$ cat src/rtl/length_prefixed_packet_deframer_macros.svh
// Assertion macros shared by the deframer RTL.
// In synthesis builds the macros expand to nothing.
`ifndef LENGTH_PREFIXED_PACKET_DEFRAMER_MACROS_SVH
`define LENGTH_PREFIXED_PACKET_DEFRAMER_MACROS_SVH

`ifndef SYNTHESIS

// Property must hold at every clock edge outside reset.
`define LPPD_ASSERT(name, clk, rst_n, prop) \
  name: assert property (@(posedge clk) disable iff (!rst_n) (prop)) \
    else $error("deframer assertion failed");

// Antecedent at one edge implies consequent at the next edge.
`define LPPD_ASSERT_NEXT(name, clk, rst_n, ante, cons) \
  name: assert property (@(posedge clk) disable iff (!rst_n) (ante) |=> (cons)) \
    else $error("deframer assertion failed");

`else

`define LPPD_ASSERT(name, clk, rst_n, prop)
`define LPPD_ASSERT_NEXT(name, clk, rst_n, ante, cons)

`endif

`endif

$ cat src/rtl/lppd_pkg.sv
`default_nettype none

package lppd_pkg;

  // Longest length varint accepted, in bytes.
  localparam int MaxLenBytes  = 4;
  // Number of length bytes whose value bits are collected.
  localparam int AccumBytes   = 4;
  localparam int BitsPerByte  = 7;
  localparam int AccW         = 28;
  localparam int LenCntW      = $clog2(MaxLenBytes + 1);
  localparam int ShiftW       = 5;

  localparam logic [7:0] TagReset = 8'd10;

  typedef enum logic [1:0] {
    ErrNone = 2'd0,
    ErrTag  = 2'd1,
    ErrLong = 2'd2,
    ErrZero = 2'd3
  } lppd_err_e;

  typedef struct packed {
    logic [7:0] payload_byte;
    logic       first_of_packet;
    logic       last_of_packet;
    lppd_err_e  error_code;
  } lppd_result_t;

  // A byte handed from the input register to the framing logic.
  typedef struct packed {
    logic       valid;
    logic [7:0] stream_byte;
  } lppd_byte_t;

endpackage

`default_nettype wire

$ cat src/rtl/lppd_if.sv
`default_nettype none

interface lppd_in_if;
  logic       valid;
  logic       ready;
  logic [7:0] stream_byte;

  modport source (output valid, output stream_byte, input ready);
  modport sink (input valid, input stream_byte, output ready);
endinterface

interface lppd_out_if;
  logic       valid;
  logic       ready;
  logic [7:0] payload_byte;
  logic       first_of_packet;
  logic       last_of_packet;
  logic [1:0] error_code;

  modport source (
    output valid, output payload_byte, output first_of_packet,
    output last_of_packet, output error_code, input ready
  );
  modport sink (
    input valid, input payload_byte, input first_of_packet,
    input last_of_packet, input error_code, output ready
  );
endinterface

`default_nettype wire

$ cat src/rtl/lppd_in_reg.sv
`default_nettype none

module lppd_in_reg
  import lppd_pkg::*;
(
  input  wire logic clk_i,
  input  wire logic rst_ni,
  lppd_in_if.sink   stream_i,
  input  wire logic advance_i,
  output lppd_byte_t held_o
);

  logic       valid_q, valid_d;
  logic [7:0] byte_q;
  logic       take;

  // A new word may enter when the stage is empty or is being consumed.
  assign stream_i.ready = !valid_q || advance_i;
  assign take           = stream_i.valid && stream_i.ready;

  always_comb begin
    valid_d = valid_q;
    if (take) begin
      valid_d = 1'b1;
    end else if (advance_i) begin
      valid_d = 1'b0;
    end
  end

  always_ff @(posedge clk_i or negedge rst_ni) begin
    if (!rst_ni) begin
      valid_q <= 1'b0;
    end else begin
      valid_q <= valid_d;
    end
  end

  always_ff @(posedge clk_i) begin
    if (take) begin
      byte_q <= stream_i.stream_byte;
    end
  end

  assign held_o.valid       = valid_q;
  assign held_o.stream_byte = byte_q;

endmodule

`default_nettype wire

$ cat src/rtl/lppd_core.sv
`default_nettype none
`include "length_prefixed_packet_deframer_macros.svh"

module lppd_core
  import lppd_pkg::*;
(
  input  wire logic   clk_i,
  input  wire logic   rst_ni,
  input  wire lppd_byte_t held_i,
  input  wire logic   advance_i,
  input  wire logic [7:0] packet_tag_i,
  output logic        res_valid_o,
  output lppd_result_t res_o
);

  localparam logic [1:0] PhTag     = 2'd0;
  localparam logic [1:0] PhLen     = 2'd1;
  localparam logic [1:0] PhPayload = 2'd2;
  localparam logic [1:0] PhHunt    = 2'd3;

  logic [1:0]         phase_q, phase_d;
  logic [AccW-1:0]    acc_q, acc_d;
  logic [LenCntW-1:0] cnt_q, cnt_d;
  logic [AccW-1:0]    rem_q, rem_d;
  logic               first_q, first_d;

  logic [7:0]         b;
  logic [6:0]         bits;
  logic               is_tag;
  logic [ShiftW-1:0]  shamt;
  logic [AccW-1:0]    acc_new;
  logic [LenCntW-1:0] cnt_inc;
  logic               last_byte;

  assign b         = held_i.stream_byte;
  assign bits      = b[6:0];
  assign is_tag    = (b == packet_tag_i);
  assign shamt     = ShiftW'(BitsPerByte * 32'(cnt_q));
  assign acc_new   = acc_q | ({{(AccW - 7){1'b0}}, bits} << shamt);
  assign cnt_inc   = cnt_q + LenCntW'(1);
  assign last_byte = (rem_q <= AccW'(1));

  always_comb begin
    phase_d     = phase_q;
    acc_d       = acc_q;
    cnt_d       = cnt_q;
    rem_d       = rem_q;
    first_d     = first_q;
    res_valid_o = 1'b0;
    res_o       = '{payload_byte: 8'd0, first_of_packet: 1'b0,
                    last_of_packet: 1'b0, error_code: ErrNone};

    unique case (phase_q)
      PhTag: begin
        if (!is_tag) begin
          res_valid_o      = 1'b1;
          res_o.error_code = ErrTag;
          phase_d          = PhHunt;
        end else begin
          phase_d = PhLen;
        end
        acc_d = '0;
        cnt_d = '0;
      end
      PhHunt: begin
        if (is_tag) begin
          phase_d = PhLen;
          acc_d   = '0;
          cnt_d   = '0;
        end
      end
      PhLen: begin
        if (32'(cnt_q) >= AccumBytes && bits != 7'd0) begin
          res_valid_o      = 1'b1;
          res_o.error_code = ErrLong;
          phase_d          = PhHunt;
          acc_d            = '0;
          cnt_d            = '0;
        end else if (b[7]) begin
          if (32'(cnt_inc) >= MaxLenBytes) begin
            res_valid_o      = 1'b1;
            res_o.error_code = ErrLong;
            phase_d          = PhHunt;
            acc_d            = '0;
            cnt_d            = '0;
          end else begin
            if (32'(cnt_q) < AccumBytes) begin
              acc_d = acc_new;
            end
            cnt_d = cnt_inc;
          end
        end else begin
          if (32'(cnt_q) < AccumBytes) begin
            acc_d = acc_new;
          end
          if (acc_d == '0) begin
            res_valid_o      = 1'b1;
            res_o.error_code = ErrZero;
            phase_d          = PhHunt;
          end else begin
            rem_d   = acc_d;
            first_d = 1'b1;
            phase_d = PhPayload;
          end
          acc_d = '0;
          cnt_d = '0;
        end
      end
      PhPayload: begin
        res_valid_o           = 1'b1;
        res_o.payload_byte    = b;
        res_o.first_of_packet = first_q;
        res_o.last_of_packet  = last_byte;
        if (last_byte) begin
          rem_d   = '0;
          first_d = 1'b1;
          phase_d = PhTag;
        end else begin
          rem_d   = rem_q - AccW'(1);
          first_d = 1'b0;
        end
      end
      default: begin
        phase_d = PhTag;
      end
    endcase

    // Only a valid held byte produces a result.
    res_valid_o = res_valid_o && held_i.valid;
  end

  always_ff @(posedge clk_i or negedge rst_ni) begin
    if (!rst_ni) begin
      phase_q <= PhTag;
      acc_q   <= '0;
      cnt_q   <= '0;
      rem_q   <= '0;
      first_q <= 1'b1;
    end else if (advance_i) begin
      phase_q <= phase_d;
      acc_q   <= acc_d;
      cnt_q   <= cnt_d;
      rem_q   <= rem_d;
      first_q <= first_d;
    end
  end

  `LPPD_ASSERT(a_payload_has_bytes, clk_i, rst_ni, phase_q != PhPayload || rem_q != '0)
  `LPPD_ASSERT(a_len_count_bound, clk_i, rst_ni, 32'(cnt_q) < MaxLenBytes)
  `LPPD_ASSERT(a_error_is_clean, clk_i, rst_ni,
               !res_valid_o || res_o.error_code == ErrNone ||
               (res_o.payload_byte == 8'd0 && !res_o.first_of_packet &&
                !res_o.last_of_packet))
  `LPPD_ASSERT_NEXT(a_last_returns_to_tag, clk_i, rst_ni,
                    advance_i && phase_q == PhPayload && last_byte,
                    phase_q == PhTag && first_q)

endmodule

`default_nettype wire

$ cat src/rtl/lppd_out_reg.sv
`default_nettype none

module lppd_out_reg
  import lppd_pkg::*;
(
  input  wire logic    clk_i,
  input  wire logic    rst_ni,
  input  wire logic    load_i,
  input  wire lppd_result_t res_i,
  output logic         free_o,
  lppd_out_if.source   packet_o
);

  logic         valid_q, valid_d;
  lppd_result_t res_q;

  // The register can be refilled in the cycle its word is taken.
  assign free_o = !valid_q || packet_o.ready;

  always_comb begin
    valid_d = valid_q;
    if (load_i) begin
      valid_d = 1'b1;
    end else if (packet_o.ready) begin
      valid_d = 1'b0;
    end
  end

  always_ff @(posedge clk_i or negedge rst_ni) begin
    if (!rst_ni) begin
      valid_q <= 1'b0;
    end else begin
      valid_q <= valid_d;
    end
  end

  always_ff @(posedge clk_i) begin
    if (load_i) begin
      res_q <= res_i;
    end
  end

  assign packet_o.valid           = valid_q;
  assign packet_o.payload_byte    = res_q.payload_byte;
  assign packet_o.first_of_packet = res_q.first_of_packet;
  assign packet_o.last_of_packet  = res_q.last_of_packet;
  assign packet_o.error_code      = res_q.error_code;

endmodule

`default_nettype wire

$ cat src/rtl/length_prefixed_packet_deframer.sv
// Length-prefixed packet deframer.
// stream_i carries the raw byte stream, one word per byte, under valid/ready.
// Each packet is a tag byte equal to the packet tag register, a little-endian
// base-128 varint length of at most four bytes, then that many payload bytes.
// packet_o carries one word per payload byte, flagged first and last of the
// packet. A wrong tag, an overlong length or a zero length gives one error
// word with a zero payload, after which the block hunts for the next tag.
// Header bytes and bytes dropped while hunting give no output word.
// A byte accepted on stream_i passes through an input register and a result
// register before it appears on packet_o. The block takes one byte per cycle
// while packet_o is not stalled, with combinational framing logic between
// those two registers.
// When the receiver stalls, the result register holds its word and the input
// register holds one more byte; stream_i.ready then falls until packet_o
// moves. A result register being emptied may be refilled in the same cycle.
// Reset (rst_ni low, asynchronous) empties both registers, returns the framer
// to expecting a tag and sets the packet tag to 10. The user must write the
// tag via tag_we_i/tag_wdata_i only while the block is idle (not enforced).
`default_nettype none

module length_prefixed_packet_deframer
  import lppd_pkg::*;
(
  input  wire logic       clk_i,
  input  wire logic       rst_ni,
  lppd_in_if.sink         stream_i,
  lppd_out_if.source      packet_o,
  input  wire logic       tag_we_i,
  input  wire logic [7:0] tag_wdata_i
);

  logic [7:0]   tag_q;
  lppd_byte_t   held;
  logic         out_free;
  logic         advance;
  logic         res_valid;
  lppd_result_t res;

  // Configuration register for the expected tag byte.
  always_ff @(posedge clk_i or negedge rst_ni) begin
    if (!rst_ni) begin
      tag_q <= TagReset;
    end else if (tag_we_i) begin
      tag_q <= tag_wdata_i;
    end
  end

  // The held byte is processed whenever the result register has room, so
  // a result is never lost even when the byte turns out to be a header byte.
  assign advance = held.valid && out_free;

  lppd_in_reg u_in_reg (
    .clk_i     (clk_i),
    .rst_ni    (rst_ni),
    .stream_i  (stream_i),
    .advance_i (advance),
    .held_o    (held)
  );

  lppd_core u_core (
    .clk_i        (clk_i),
    .rst_ni       (rst_ni),
    .held_i       (held),
    .advance_i    (advance),
    .packet_tag_i (tag_q),
    .res_valid_o  (res_valid),
    .res_o        (res)
  );

  lppd_out_reg u_out_reg (
    .clk_i    (clk_i),
    .rst_ni   (rst_ni),
    .load_i   (advance && res_valid),
    .res_i    (res),
    .free_o   (out_free),
    .packet_o (packet_o)
  );

endmodule

`default_nettype wire
$ cat src/flat_wrapper.sv
// flat-port wrapper written by rule: the top's interface ports become plain ports
module length_prefixed_packet_deframer_flat import lppd_pkg::*;
  (clk_i, rst_ni, tag_we_i, tag_wdata_i, stream_i_valid, stream_i_stream_byte, stream_i_ready, packet_o_valid, packet_o_payload_byte, packet_o_first_of_packet, packet_o_last_of_packet, packet_o_error_code, packet_o_ready);
  lppd_in_if stream_i_i ();
  lppd_out_if packet_o_i ();
  input  wire logic clk_i;
  input  wire logic rst_ni;
  input  wire logic tag_we_i;
  input  wire logic [7:0] tag_wdata_i;
  input wire logic [$bits(stream_i_i.valid)-1:0] stream_i_valid;
  input wire logic [$bits(stream_i_i.stream_byte)-1:0] stream_i_stream_byte;
  output wire logic [$bits(stream_i_i.ready)-1:0] stream_i_ready;
  output wire logic [$bits(packet_o_i.valid)-1:0] packet_o_valid;
  output wire logic [$bits(packet_o_i.payload_byte)-1:0] packet_o_payload_byte;
  output wire logic [$bits(packet_o_i.first_of_packet)-1:0] packet_o_first_of_packet;
  output wire logic [$bits(packet_o_i.last_of_packet)-1:0] packet_o_last_of_packet;
  output wire logic [$bits(packet_o_i.error_code)-1:0] packet_o_error_code;
  input wire logic [$bits(packet_o_i.ready)-1:0] packet_o_ready;
  assign stream_i_i.valid = stream_i_valid;
  assign stream_i_i.stream_byte = stream_i_stream_byte;
  assign stream_i_ready = stream_i_i.ready;
  assign packet_o_valid = packet_o_i.valid;
  assign packet_o_payload_byte = packet_o_i.payload_byte;
  assign packet_o_first_of_packet = packet_o_i.first_of_packet;
  assign packet_o_last_of_packet = packet_o_i.last_of_packet;
  assign packet_o_error_code = packet_o_i.error_code;
  assign packet_o_i.ready = packet_o_ready;
  length_prefixed_packet_deframer u_core (.clk_i(clk_i), .rst_ni(rst_ni), .stream_i(stream_i_i), .packet_o(packet_o_i), .tag_we_i(tag_we_i), .tag_wdata_i(tag_wdata_i));
endmodule
$ cat config.mk
export PLATFORM = sky130hd
export DESIGN_NAME = length_prefixed_packet_deframer_flat
export DESIGN_NICKNAME = d
export VERILOG_FILES = /design/src/rtl/lppd_pkg.sv /design/src/rtl/lppd_if.sv /design/src/rtl/lppd_in_reg.sv /design/src/rtl/lppd_core.sv /design/src/rtl/lppd_out_reg.sv /design/src/rtl/length_prefixed_packet_deframer.sv /design/src/flat_wrapper.sv
export VERILOG_INCLUDE_DIRS = /design/src /design/src/rtl
export SDC_FILE = /design/constraint.sdc
export NUM_CORES = 1
export LEC_CHECK = 0
export BUFFER_PORTS_ARGS = -buffer_cell sky130_fd_sc_hd__buf_2
export CORE_MARGIN = 2
export CORE_UTILIZATION = 40
export DETAILED_ROUTE_END_ITERATION = 10
export GPL_TIMING_DRIVEN = 0
export SYNTH_ARGS = -nofsm -noshare
export SYNTH_HDL_FRONTEND = slang
export SYNTH_HIERARCHICAL = 1
export SYNTH_SLANG_ARGS = --single-unit
$ cat constraint.sdc
create_clock -name clk_i -period 4.92 [get_ports clk_i]
set_input_delay 0.246 -clock clk_i [delete_from_list [all_inputs] [get_ports clk_i]]
set_output_delay 0.246 -clock clk_i [all_outputs]
set_load 0.1 [all_outputs]
After elaboration in Yosys (flattened, before gate mapping)
Cells that the tools add are included.
- add/sub/neg operators: 2
- multipliers: 1
- magnitude comparators: 4
- eq/ne operators: 10
- shifts and indexed selects: 1
- multiplexer cells: 48
- bitwise operators: 1
- reduce and logical (&&, ||, !) cells: 19
- operators with widths (kind ; count):
    $mux 28 ; 12
    $pmux 28 s3 ; 1
    $pmux 28 s2 ; 1
    $le 28x1->1 const B ; 1
    $logic_not 28->1 ; 1
    $or 28x28->28 ; 1
    $shl 7x5->28 ; 1
    $sub 28x1->28 const B ; 1
    $mux 2 ; 10
    $mux 1 ; 15
    $mux 3 ; 4
    $ne 2x2->1 const B ; 5
    $pmux 3 s3 ; 1
    $eq 8x8->1 ; 1
    $pmux 2 s4 ; 1
    $reduce_bool 7->1 ; 1
    $ge 3x3->1 const B ; 2
    $reduce_bool 2->1 ; 3
    $logic_and 1x1->1 ; 5
    $mul 3x3->5 const A ; 1
    $reduce_and 5->1 ; 1
    $eq 2x2->1 const B ; 2
    $ne 4x4->1 const B ; 1
    $pmux 2 s2 ; 1
    other kinds (11) ; 13
- flip-flop bits (word level): 92
- output and inout bits: 14

Longest topological paths before layout
- depth in word-level cells: 15
- depth in mapped cells: 15
- depth with buffers taken out: 14

Modules after synthesis
The synthesis kept the hierarchy.
- modules (own cells, without submodules) (module ; instances ; cells an instance ; area an instance (um^2) ; seq. area each (um^2)):
    lppd_core ; 1 ; 535 ; 4526.8 ; 1552.7
    lppd_out_reg ; 1 ; 15 ; 407.9 ; 385.4
    length_prefixed_packet_deframer ; 1 ; 19 ; 346.6 ; 202.7
    lppd_in_reg ; 1 ; 13 ; 301.5 ; 265.3

Worst setup path before layout
OpenSTA, ideal clock, no wires.
- path kind: register to register
- start point: register u_core.u_core.cnt_q[0]
- end point: register u_core.u_out_reg.res_q (netlist bit u_core/u_out_reg/packet_o.error_code[0]) (enable)
- arrival time: 3.786 ns
- slack: 0.776 ns
- stages on the path, launching flop included: 15
- path buffers: 1
- period minus slack after synthesis: 4.144 ns
- cell sequence: dfrtp_1 > fa_1 > ha_1 > inv_1 > fa_1 > buf_2 > nor2_1 > a32o_1 > a311oi_1 > o2111ai_1 > and4bb_4 > nand4_1 > a31oi_1 > o21a_1 > and3_1
- longest elaborated chain between the ends: 14
- RTL lines (what ; line ; text):
    start, declared ; lppd_core.sv:23 ; logic [LenCntW-1:0] cnt_q, cnt_d;
    start signal, assigned ; lppd_core.sv:142 ; cnt_q <= cnt_d;
    $mul 3x3->5 ; lppd_core.sv:38 ; assign shamt = ShiftW'(BitsPerByte * 32'(cnt_q));
    $shl 7x5->28 ; lppd_core.sv:39 ; assign acc_new = acc_q | ({{(AccW - 7){1'b0}}, bits} << shamt);
    $or 28x28->28 ; lppd_core.sv:39 ;
    $mux 28 ; n/a ;
    $mux 28 ; lppd_core.sv:79 ; end else if (b[7]) begin
    $mux 28 ; lppd_core.sv:73 ; if (32'(cnt_q) >= AccumBytes && bits != 7'd0) begin
    $mux 28 ; lppd_core.sv:53 ; unique case (phase_q)
    $logic_not 28->1 ; lppd_core.sv:96 ; if (acc_d == '0) begin
    $mux 1 ; lppd_core.sv:96 ;
    $mux 1 ; lppd_core.sv:79 ;
    $mux 1 * ; lppd_core.sv:73 ;
    $pmux 1 s3 * ; lppd_core.sv:53 ;
    $logic_and 1x1->1 * ; lppd_core.sv:129 ; res_valid_o = res_valid_o && held_i.valid;
    net u_core.res_valid ; length_prefixed_packet_deframer.sv:36 ; logic res_valid;
    $logic_and 1x1->1 * ; length_prefixed_packet_deframer.sv:73 ; .load_i (advance && res_valid),
    end signal, assigned ; lppd_out_reg.sv:39 ; res_q <= res_i;
    end, declared ; lppd_out_reg.sv:15 ; lppd_result_t res_q;
The timed path passes the listed nets; every way through them passes the cells marked *. The select of a mux whose other input is x is not followed.
A chain may end at the register's enable or synchronous reset.

Worst setup path after layout
- start point: register u_core.u_core.cnt_q[0]
- end point: register u_core.u_out_reg.res_q (netlist bit u_core/u_out_reg/packet_o.payload_byte[3]) (enable)
The elaborated chain is that of the path after synthesis.

==> summary.txt <==
Outcome
  • Status: finished clean

Worst setup path
  • Worst Path Required: 4.96 ns
  • CP cell instances: fa_1 -> ha_1 -> inv_1 -> fa_1 -> buf_2 -> nor2_1 -> a32o_1 -> a311oi_2 -> o21ba_2 -> o2111a_1 -> nand4_1 -> a31oi_1 -> o21a_1 -> and3_4
  • Max incr delay on CP: 0.66 ns
  • Crit-path max FO: 13
  • Critical path class: flop to flop
  • CP Launch Type: flop
  • Crit-path most repeated cell: fa_1
  • Endpoint class of the critical path: flop
  • Slowest CP cell: fa_1
  • Critical Path AT: 4.61 ns

Synth
  • FF+latch count, synth: 92
  • Most used DFF post-synth: dfrtp_1
  • Sequential share of the synthesized area: 43.1%
  • Ranking of synthesized cells by area: dfrtp_1 31%, edfxtp_1 11%, a32o_1 4.1%
  • Post-Synth XOR/XNOR Area: 1.73%
  • Complex-gate fraction of the synthesized area: 22.4%
  • Asr flop ratio synth: 78.3%
  • Post-synth top area share: 30.9%
  • Main combinational cell family by area after synthesis: compound AO/OA/AOI/OAI gates
  • Syn Inst Count: 582
  • Mux share of post-synthesis cell area: 6.10%
  • Most frequent cell after synthesis: dfrtp_1
  • Synth area leader: dfrtp_1
  • Number of synthesized flops with an enable pin: 20
  • Syn Area/Cell: 9.59 um^2
  • Netlist cell types: 79
  • Top cells by count, synth: 69 x dfrtp_1, 53 x nand2_1, 44 x a21oi_1, 44 x nor2_1, 39 x o21ai_0
  • Simple-Gate Fraction of Synth Area: 19.7%
  • Synth Warn #: 6
  • Mapped Area: 0.00558 mm^2
  • Syn_nets: 611
  • Adder-Cell Fraction of Synth Area: 2.06%

Power and ir drop
  • PwrDens: 678 mW/mm^2
  • Total power: 4.29 mW
  • P_leak: 2.54 nW
  • VDD IR-drop max: 0.000216 V

Finish
  • Area grow syn2layout: 13.5%
  • Diodes inserted: 0
  • Final instance area: 0.00634 mm^2
  • Layout cells sized above 1: 17.2%
  • Final #Nets: 657

Place
  • RePlAce Congestion: 0.959
  • Dpl hpwl: 12700 um
  • Port Buf Inserts: 33
  • Dpl cell area: 0.00600 mm^2

CTS
  • CTS max path bufs: 2
  • Num CTS Buffers: 9
  • # clock sinks: 92
  • Worst skew pair latency: 0.35 ns
  • Clk slew on worst S/H paths: 0.07 ns
  • H-tree Lvls: 3
  • Root buf cell: clkbuf_16
  • Post-CTS setup repair buffer count: 0
  • CTS tree: built

GRT
  • Initial antenna violation count: 0
  • Global-route wire length before repair: 27900 um
  • Via count of the first global-routing pass: 4912
  • Largest net degree at the start of global routing: 55
  • Total GRT Usage: 24.5%
  • Gr ovfl total: 0

Route
  • Avg WL per Cell: 21.6 um
  • Vias: 5075
  • Routed WL: 17500 um
  • First-pass iteration count of the detailed router: 6
  • Drt initial violations: 630
  • DR DRC count: 0
  • Remaining antenna violation count after routing: 0
  • DR vias/cell: 6.24

Die
  • Die X: 122 um
  • Core area: 0.0138 mm^2
  • # IOs: 35
  • # rows: 43
  • Die area: 0.0149 mm^2
  • Die H: 122 um
  • Initial core utilization: 40.5%

Timing
  • Min Tclk post-route: 4.57 ns
  • Fin crit share: 92.9%
  • Final Setup Violations: 0
  • Final setup skew: 0.0102 ns
  • Slew HR: 41.1%
  • RSZ-0062 raised after global routing: no
  • Slew @ Worst Pin: 0.875 ns
  • Peak Freq: 219 MHz
  • Max Slew Vio Count: 0
  • Final Hold Fails: 0

Hold path
  • Hold Crit Class: primary input to flop

Run
  • Max-Cap Viols: 0
[cell type report]
| class | instances | area, um^2 |
|---|---|---|
| tap | 180 | 225 |
| buffer | 41 | 215 |
| sequential | 92 | 2410 |
| clock inverter | 3 | 18.8 |
| inverter | 15 | 56.3 |
| timing repair buffer | 35 | 205 |
| fill | 1332 | 7430 |
| multi-input combinational | 434 | 2930 |
| clock buffer | 13 | 282 |
[layout by cell type, fill, tap and decap left out, types with 4 or more instances in the layout]
cell type,instances
nor2_1,44
buf_6,5
mux2_2,4
ha_1,6
o21ai_0,39
or4_1,7
nand4_1,8
nand2b_1,7
a31oi_1,8
mux2i_1,7
and2_1,13
nand3_1,14
or3_1,11
inv_1,14
xnor2_1,8
a21oi_1,44
o2bb2ai_1,5
buf_2,47
nor2b_1,11
clkbuf_1,20
clkbuf_16,10
nor3_1,20
a32o_1,23
nor4_1,6
dfrtp_1,69
a22o_1,6
mux2_4,9
o32ai_1,7
edfxtp_1,20
nand2_1,53
[critical path, delay by kind of cell, from the launching register on]
| kind | cells | cell delay [ns] |
|---|---|---|
| AO/OA/AOI/OAI | 6 | 1.52 |
| flip-flops | 1 | 0.48 |
| AND/OR/NAND/NOR | 3 | 0.52 |
| adder cells (fa/ha/maj) | 3 | 1.38 |
| buffers and inverters | 2 | 0.36 |
[final timing paths]
path | startpoint | endpoint | slack (ns) | depth (start not counted)
max in group asynchronous | rst_ni | u_core/u_core/acc_q[3] | 4.03 | 3
hold / removal | stream_i_stream_byte[7] | u_core/u_in_reg/byte_q[7] | 0.08 | 1
setup / recovery | u_core/u_core/cnt_q[0] | u_core/u_out_reg/packet_o.payload_byte[3] | 0.35 | 14
hold reg to reg | u_core/u_core/first_q | u_core/u_core/first_q | 0.51 | 1
min in group asynchronous | rst_ni | u_core/u_core/rem_q[22] | 0.32 | 2
setup reg to reg | u_core/u_core/cnt_q[0] | u_core/u_out_reg/packet_o.payload_byte[3] | 0.35 | 14
[registers in the layout, indices dropped and copies added, names as in the netlist]
signal and flops:
u_core/u_out_reg/packet_o.last_of_packet 1, u_core/u_core/rem_q 28, u_core/u_out_reg/packet_o.valid 1, u_core/u_in_reg/byte_q 8
u_core/u_core/phase_q 2, u_core/u_out_reg/packet_o.error_code 2, u_core/u_core/first_q 1, u_core/u_core/cnt_q 3
u_core/u_out_reg/packet_o.payload_byte 8, u_core/tag_q 8, u_core/u_out_reg/packet_o.first_of_packet 1, u_core/u_core/acc_q 28
u_core/u_in_reg/valid_q 1
[metal layers]
metal | up-vias | track usage, % | routed length, um | share of wire (%)
li1 | 2271 | - | - | -
met1 | 2504 | 34.3 | 7860 | 45
met2 | 259 | 37.6 | 7860 | 45
met3 | 41 | 5.62 | 1390 | 7.9
met4 | 0 | 8.26 | 430 | 2.5
met5 | - | 0 | 0 | 0
[through the flow]
step	hold slack [ns]	instances	util, %	setup slack [ns]	setup TNS [ns]
after global routing	0.0618	813	46.0	0.0715	0
after CTS	0.0624	813	45.9	0.176	0
final	0.0752	813	46.0	0.350	0
after floorplan	-0.0496	582	-	0.776	0
after detailed placement	0.152	796	43.6	-0.0236	-0.278
after global placement	0.423	795	43.4	0.0207	0
[timing repair]
| item | 4_1_cts | 5_1_grt |
|---|---|---|
| hold endpoints to repair | 15 | 0 |
| endpoints found under the setup margin | 12 | 13 |
| hold buffers | 1 | 0 |
| gates resized for setup | 2 | 3 |
[kinds of logic after synthesis]
kind of cell             Yosys count
AND/OR/NAND/NOR                  213
adder cells (fa/ha/maj)            8
AO/OA/AOI/OAI                    177
flip-flops                        92
multiplexers                      25
buffers and inverters             56
XOR/XNOR                          11
[power by group]
group	leakage, nW	internal, mW	switching (mW)
Clock	0.151	0.401	0.295
Sequential	1.14	0.930	0.136
Combinational	1.25	0.866	1.67
Total	2.54	2.20	2.10
Power figures use the tool's default switching activity.
